### src/rtl/great_circle_distance_assert.svh
// ---------------------------------------------------------------------------
// Great-circle distance assertion macros
// Shared property forms for the checks at the end of the top module.
// ---------------------------------------------------------------------------
`ifndef GREAT_CIRCLE_DISTANCE_ASSERT_SVH
`define GREAT_CIRCLE_DISTANCE_ASSERT_SVH

// Implication checked at every rising clock edge outside reset.
`define GCD_ASSERT_IMP(label, ante, cons) \
  label: assert property (@(posedge clk) disable iff (rst) (ante) |-> (cons)) \
    else $error("great_circle_distance: assertion failed");

// Condition that must never hold outside reset.
`define GCD_ASSERT_NEVER(label, cond) \
  `GCD_ASSERT_IMP(label, 1'b1, !(cond))

`endif

### src/rtl/gcd_pkg.sv
// ---------------------------------------------------------------------------
// Great-circle distance package
// Field widths, fixed-point constants and shared types of the distance pipe.
// ---------------------------------------------------------------------------
package gcd_pkg;

  // Field widths of one item and one result.
  localparam int LAT_W  = 24;
  localparam int LON_W  = 25;
  localparam int DIST_W = 23;

  // Default number of fraction bits of an angle in degrees.
  localparam int ANGLE_FRACTION_BITS_DEF = 16;

  // Width of the signed angle fed to a phase converter.
  localparam int PH_IN_W = 26;

  // Q30 fixed point: 1.0 is 2^30.
  typedef logic [30:0] q30_t;

  localparam q30_t        Q30_ONE  = 31'h4000_0000;
  localparam logic [63:0] Q30_HALF = 64'h0000_0000_2000_0000;
  localparam logic [31:0] PI_Q30   = 32'd3373259426;

  // Taylor series divisors of the sine, applied in Horner order.
  localparam int HORNER_STEPS = 7;
  localparam int unsigned HORNER_DIVS [HORNER_STEPS] = '{210, 156, 110, 72, 42, 20, 6};

  // Register stages of one sine unit.
  localparam int SINE_LAT = 25;

  // Bits of the arcsine search, from bit 30 down to bit 0.
  localparam int SEARCH_STEPS = 31;

  // Earth radius in 1/256 km and the saturation value of the result.
  localparam logic [20:0]       DIST_SCALE = 21'd1630976;
  localparam logic [DIST_W-1:0] DIST_MAX   = '1;

  // Values that ride along the sine pipeline.
  typedef struct packed {
    logic [30:0] x;
    logic [31:0] x2;
    logic [1:0]  quad;
  } sine_ctx_t;

endpackage

### src/rtl/gcd_phase.sv
// ---------------------------------------------------------------------------
// Angle to phase converter
// Turns a signed angle in fixed-point degrees into a 32-bit phase (one turn
// is 2^32), rounding half away from zero, by a digit-serial pipelined
// division by 360.
// ---------------------------------------------------------------------------
module gcd_phase
  import gcd_pkg::*;
#(
  parameter int SHIFT = 16,
  parameter int QW    = 40
) (
  input  logic                      clk,
  input  logic                      rst,
  input  logic                      in_valid,
  input  logic signed [PH_IN_W-1:0] angle,
  output logic                      out_valid,
  output logic [31:0]               phase
);

  localparam int DIGITS = (QW + 3) / 4;
  localparam int PAD_W  = DIGITS * 4;
  localparam int NUM_W  = PH_IN_W + SHIFT + 1;

  // Division by 45 is done a hex digit at a time; 1457 / 2^16 is exact for
  // partial dividends below 720.
  localparam logic [25:0] DIV45_RECIP = 26'd1457;
  localparam logic [9:0]  DIV45       = 10'd45;
  localparam logic [NUM_W-1:0] ROUND_ADD = NUM_W'(180);

  logic [PAD_W-1:0] num_r [DIGITS+1];
  logic [5:0]       rem_r [DIGITS+1];
  logic [31:0]      quo_r [DIGITS+1];
  logic             neg_r [DIGITS+1];
  logic             vld_r [DIGITS+1];

  logic [PH_IN_W-1:0] mag;
  logic [NUM_W-1:0]   numer;

  // Magnitude, scaling and rounding offset; the divide by 8 is a shift.
  always_comb begin
    mag   = angle[PH_IN_W-1] ? PH_IN_W'(-angle) : PH_IN_W'(angle);
    numer = (NUM_W'(mag) << SHIFT) + ROUND_ADD;
  end

  always_ff @(posedge clk) begin
    if (rst) begin
      vld_r[0] <= 1'b0;
    end else begin
      vld_r[0] <= in_valid;
    end
  end

  always_ff @(posedge clk) begin
    num_r[0] <= PAD_W'(numer >> 3);
    rem_r[0] <= '0;
    quo_r[0] <= '0;
    neg_r[0] <= angle[PH_IN_W-1];
  end

  // One quotient digit per stage.
  for (genvar s = 0; s < DIGITS; s++) begin : g_digit
    logic [9:0]  dv;
    logic [25:0] dprod;
    logic [3:0]  qd;
    logic [9:0]  rem_n;

    always_comb begin
      dv    = {rem_r[s], num_r[s][PAD_W-1 -: 4]};
      dprod = 26'(dv) * DIV45_RECIP;
      qd    = dprod[19:16];
      rem_n = dv - 10'(qd) * DIV45;
    end

    always_ff @(posedge clk) begin
      if (rst) begin
        vld_r[s+1] <= 1'b0;
      end else begin
        vld_r[s+1] <= vld_r[s];
      end
    end

    always_ff @(posedge clk) begin
      num_r[s+1] <= num_r[s] << 4;
      rem_r[s+1] <= rem_n[5:0];
      quo_r[s+1] <= {quo_r[s][27:0], qd};
      neg_r[s+1] <= neg_r[s];
    end
  end

  // Negative angles wrap modulo one turn.
  always_ff @(posedge clk) begin
    if (rst) begin
      out_valid <= 1'b0;
    end else begin
      out_valid <= vld_r[DIGITS];
    end
  end

  always_ff @(posedge clk) begin
    phase <= neg_r[DIGITS] ? (32'd0 - quo_r[DIGITS]) : quo_r[DIGITS];
  end

endmodule

### config.mk
export PLATFORM = sky130hd
export DESIGN_NAME = gcd_phase
export DESIGN_NICKNAME = d
export VERILOG_FILES = /design/src/rtl/great_circle_distance_assert.svh /design/src/rtl/gcd_pkg.sv /design/src/rtl/gcd_phase.sv
export SDC_FILE = /design/constraint.sdc
export NUM_CORES = 1
export LEC_CHECK = 0
export ABC_AREA = 1
export BUFFER_PORTS_ARGS = -buffer_cell sky130_fd_sc_hd__buf_4
export CAP_MARGIN = 20
export CORE_MARGIN = 4
export CORE_UTILIZATION = 35
export DETAILED_ROUTE_END_ITERATION = 8
export SLEW_MARGIN = 20
export SYNTH_ARGS = -nofsm -noshare
export SYNTH_HDL_FRONTEND = slang
export SYNTH_SLANG_ARGS = --single-unit
### constraint.sdc
create_clock -name clk -period 7.86 [get_ports clk]
set_clock_uncertainty 0.15 [all_clocks]
set_input_delay 1.179 -clock clk [delete_from_list [all_inputs] [get_ports clk]]
set_output_delay 1.179 -clock clk [all_outputs]
set_load 0.005 [all_outputs]
Word level (Yosys, flattened, before mapping)
Memory sizes are Yosys's and may differ from the RTL's. A register that Yosys moved wholly into a read port is not among the register bits.
Index checks and enable logic that the tools add are counted.
- logic and storage cells: 66
- RAM bits: 880
- memories kept: 5
- register bits: 32
- output and inout bits: 33
- memories (memory ; words ; bits a word ; rd ports ; clocked after memory_dff ; wr ports ; RTL line ; text):
    num_r ; 11 ; 40 ; 10 ; 0 ; 11 ; gcd_phase.sv:31 ; logic [PAD_W-1:0] num_r [DIGITS+1];
    quo_r ; 11 ; 32 ; 11 ; 0 ; 11 ; gcd_phase.sv:33 ; logic [31:0] quo_r [DIGITS+1];
    rem_r ; 11 ; 6 ; 10 ; 0 ; 11 ; gcd_phase.sv:32 ; logic [5:0] rem_r [DIGITS+1];
    neg_r ; 11 ; 1 ; 11 ; 0 ; 11 ; gcd_phase.sv:34 ; logic neg_r [DIGITS+1];
    vld_r ; 11 ; 1 ; 11 ; 1 ; 11 ; gcd_phase.sv:35 ; logic vld_r [DIGITS+1];
- multiply operators: 20
- bitwise logic cells: 11
- $add $sub $neg: 13
- muxes and demuxes: 16
- operators by type and width (cell ; number):
    10-bit by 11-bit multiplier with 20-bit output (second input constant) ; 10
    4-bit by 6-bit multiplier with 6-bit output (second input constant) ; 10
    6-bit subtractor ; 10
    42-bit by 8-bit adder with 43-bit output (second input constant) ; 1
    32-bit 2-to-1 mux ; 1
    1-bit by 32-bit subtractor with 32-bit output (first input constant) ; 1
    26-bit 2-to-1 mux ; 1
    26-bit negator ; 1
    1-bit 2-to-1 mux ; 14
    1-bit OR ; 11

Depth between registers and ports, before layout
An unclocked memory read counts as a cell.
- depth in word-level cells: 4
- mapped depth: 41
- gate-level depth less buffers: 41

Worst setup path before layout
No wires, ideal clock.
- path type: register -> register
- start point: memory num_r[3][38] (netlist bit)
- end point: memory rem_r[4][5]
- cell stages (with the launch flop): 34
- period minus slack after synthesis: 6.426 ns
- arrival time: 6.167 ns
- slack: 1.434 ns
- path buffers: 0
- cell sequence: dfxtp_1 ha_1 fa_1 fa_1 inv_1 fa_1 inv_1 fa_1 ha_1 a21oi_1 and2_1 nand2_1 a21oi_1 nor2_1 nor2_1 xor2_1 ha_1 ha_1 fa_1 inv_1 ha_1 nand2_1 inv_1 nand4_1 nand3_1 nand2_1 nand2_1 inv_1 nand2_1 nand2_1 inv_1 nand3_1 nand2_1 inv_1
- RTL lines (item ; RTL line):
    from (decl) ; gcd_phase.sv:31
    to (decl) ; gcd_phase.sv:32

==> flow_summary_export.csv <==
group,metric,value,unit
yosys,synth_cell_types,46,
yosys,netlist_instances,2715,
sta,setup_viol,0,
layout,fin_util,39.5,%
sta,slew_headroom,65.3,%
drt,vias_per_cell,4.35,
worst_setup_path,crit_path_start_kind,"flip-flop",
cts,cts.sinks,352,
outcome,status,"completed",
layout,fillers,6931,
yosys,synthTopCellsByArea,"dfxtp_1 28%, ha_1 27%, fa_1 14%",
yosys,syn-cell-area,0.0249,mm2
sta,grt_setup_unrepaired,"no",
global_routing,grt_max_degree,24,
worst_setup_path,ff2ff_path_depth,33,
global_routing,grt_overflow,0,
hold_path,hp-class,"reg2reg",
die,die_h,275,um
layout,stdcell_area,0.0278,mm2
worst_setup_path,end_kind,"flip-flop",
sta,fmax,0.146,GHz
drt,ant_nets,0,
cts,cts_hold_buffers,0,
layout,register_area,0.00705,mm2
drt,routed_wl,42800,um
cts,worst_skew_pair.late_latency,0.56,ns
drt,drtIter0Drc,558,
worst_setup_path,required,8.16,ns
worst_setup_path,path_max_fanout,8,
yosys,synth.largest_area_cell,"dfxtp_1",
run,drv_cap,0,
global_routing,grt_pass1_vias,16500,
sta,worstMarginPinSlew,0.515,ns
layout,final_common_cell,"inv_1",
cts,cts_max_path_buffers,3,
worst_setup_path,arrival,7.13,ns
drt,wl_per_cell,11.3,um
cts,cts_resized,0,
cts,cts_setup_buffers,0,
placed_design,gp_congestion,0.856,
global_routing,grt_use_total,11.9,%
hold_path,whs_path_depth,0,
yosys,ys_seq_elements,352,
cts,cts.reportedPaths.clkPinSlew,0.06,ns
sta,fin_crit,6.83,ns
layout,final_cell_mix,"562 x inv_1, 529 x ha_1, 422 x nand2_1, 352 x dfxtp_1, 174 x fa_1",
layout,multi_input_area,0.0156,mm2
yosys,syn_avg_cell_area,9.16,um2
layout,diodes,0,
yosys,synth_top_area_share,28.3,%
yosys,ys.warnings.count,0,
die,fp.dieW,275,um
die,coreArea,0.0703,mm2
placed_design,dpl.hpwl,36500,um
layout,drive_gt1_share,6.24,%
sta,fin_crit_sh,86.9,%
cts,clockRootBuffer,"clkbuf_16",
sta,slew_viol_final,0,
drt,vias,16400,
placed_design,io_buffers,61,
yosys,synth.net_count,3447,
cts,htree_levels,2,
die,io_pins,62,
cts,cts_tree,"done",
yosys,ys_seq_area_share,28.3,%
placed_design,post_dp_cell_area,0.0265,mm2
layout,final_net_count,3540,
global_routing,grt_pass1_wl,76000,um
global_routing,antenna_found_initial,0,
sta,hold_ws,0.166,ns
layout,layout-area-overhead-vs-synth,11.7,%
worst_setup_path,worstSetupPathType,"reg2reg",
worst_setup_path,crit_path_max_incr_delay,0.54,ns
die,die_area,0.0754,mm2
worst_setup_path,slowest_stage,"dfxtp_1",
cts,tritoncts.num_buffers,39,
sta,hold_violations,0,
drt,drc,0,
die,rows,97,
sta,tns,0,ns
drt,drtPass1Iterations,5,
die,start_util,35.4,%
[cell families after synthesis]
kind of cell	Yosys count	synth area share (%)
AO/OA/AOI/OAI	174	3.93
XOR/XNOR	140	4.96
adder cells (fa/ha/maj)	703	40.6
buffers and inverters	581	8.77
flip-flops	352	28.3
AND/OR/NAND/NOR	765	13.4
[metal layers]
layer / vias up / track usage, % / part of all wire [%]
met3: 60 / 2.07 / 3.8
met4: 0 / 2.93 / 2.0
met2: 185 / 19.6 / 44
li1: 8778 / - / -
met5: - / 0 / 0
met1: 7385 / 16.4 / 51
[final timing paths]
kind / start / to / slack [ns]
max: num_r[3][38]$_DFF_P_ / rem_r[4][5]$_DFF_P_ / 1.03
min: num_r[4][32]$_DFF_P_ / num_r[5][36]$_DFF_P_ / 0.17
max reg2reg: num_r[3][38]$_DFF_P_ / rem_r[4][5]$_DFF_P_ / 1.03
min reg2reg: num_r[4][32]$_DFF_P_ / num_r[5][36]$_DFF_P_ / 0.17
[flip-flops by register name (all words and copies together) (netlist names)]
register / flops
neg_r: 11
num_r: 104
out_valid: 1
phase: 32
quo_r: 142
rem_r: 51
vld_r: 11
[critical path, delay by kind of cell (launching register included)]
family | cells | cell delay (ns)
xor+xnor | 1 | 0.34
flops | 1 | 0.54
buf+inv | 7 | 0.34
fa+ha+maj | 10 | 4.08
simple gates | 13 | 0.97
compound gates | 2 | 0.29
[synthesized netlist by cell type (all sizes together)]
cell type    n
nor4         5
nor3b        1
ha         529
o21ai       49
nand4       28
o2111ai      2
a41oi        1
a211oi       2
nor3        18
nand3      123
o21a         4
clkbuf       9
inv        571
nand2      430
o22ai        1
a21o         7
xnor2       47
o211ai       2
or2          8
and2         3
fa         174
nand2b       1
nor2       137
o21bai      10
o31ai        2
nand3b      10
buf          1
a31oi        9
a21oi       85
dfxtp      352
xor2        93
and3         1
[stage by stage]
stage | instances | setup slack [ns]
floorplan | 2715 | 1.43
global placement | 3707 | 1.14
detailed placement | 3707 | 1.00
CTS | 3776 | 1.00
global route | 3776 | 0.474
finish | 3776 | 1.03
[cell type report]
type                    count  area share, %
repair buffers             62           1.68
well taps                 940           4.23
flip-flops and latches    352           25.4
clock buffers              49           3.90
inverters                 571           7.72
multi-input cells        1782           56.3
clock inverters            20          0.775
Power is not shown: default switching activity piles up to over one toggle a cycle in this logic, so the estimate is an artifact.
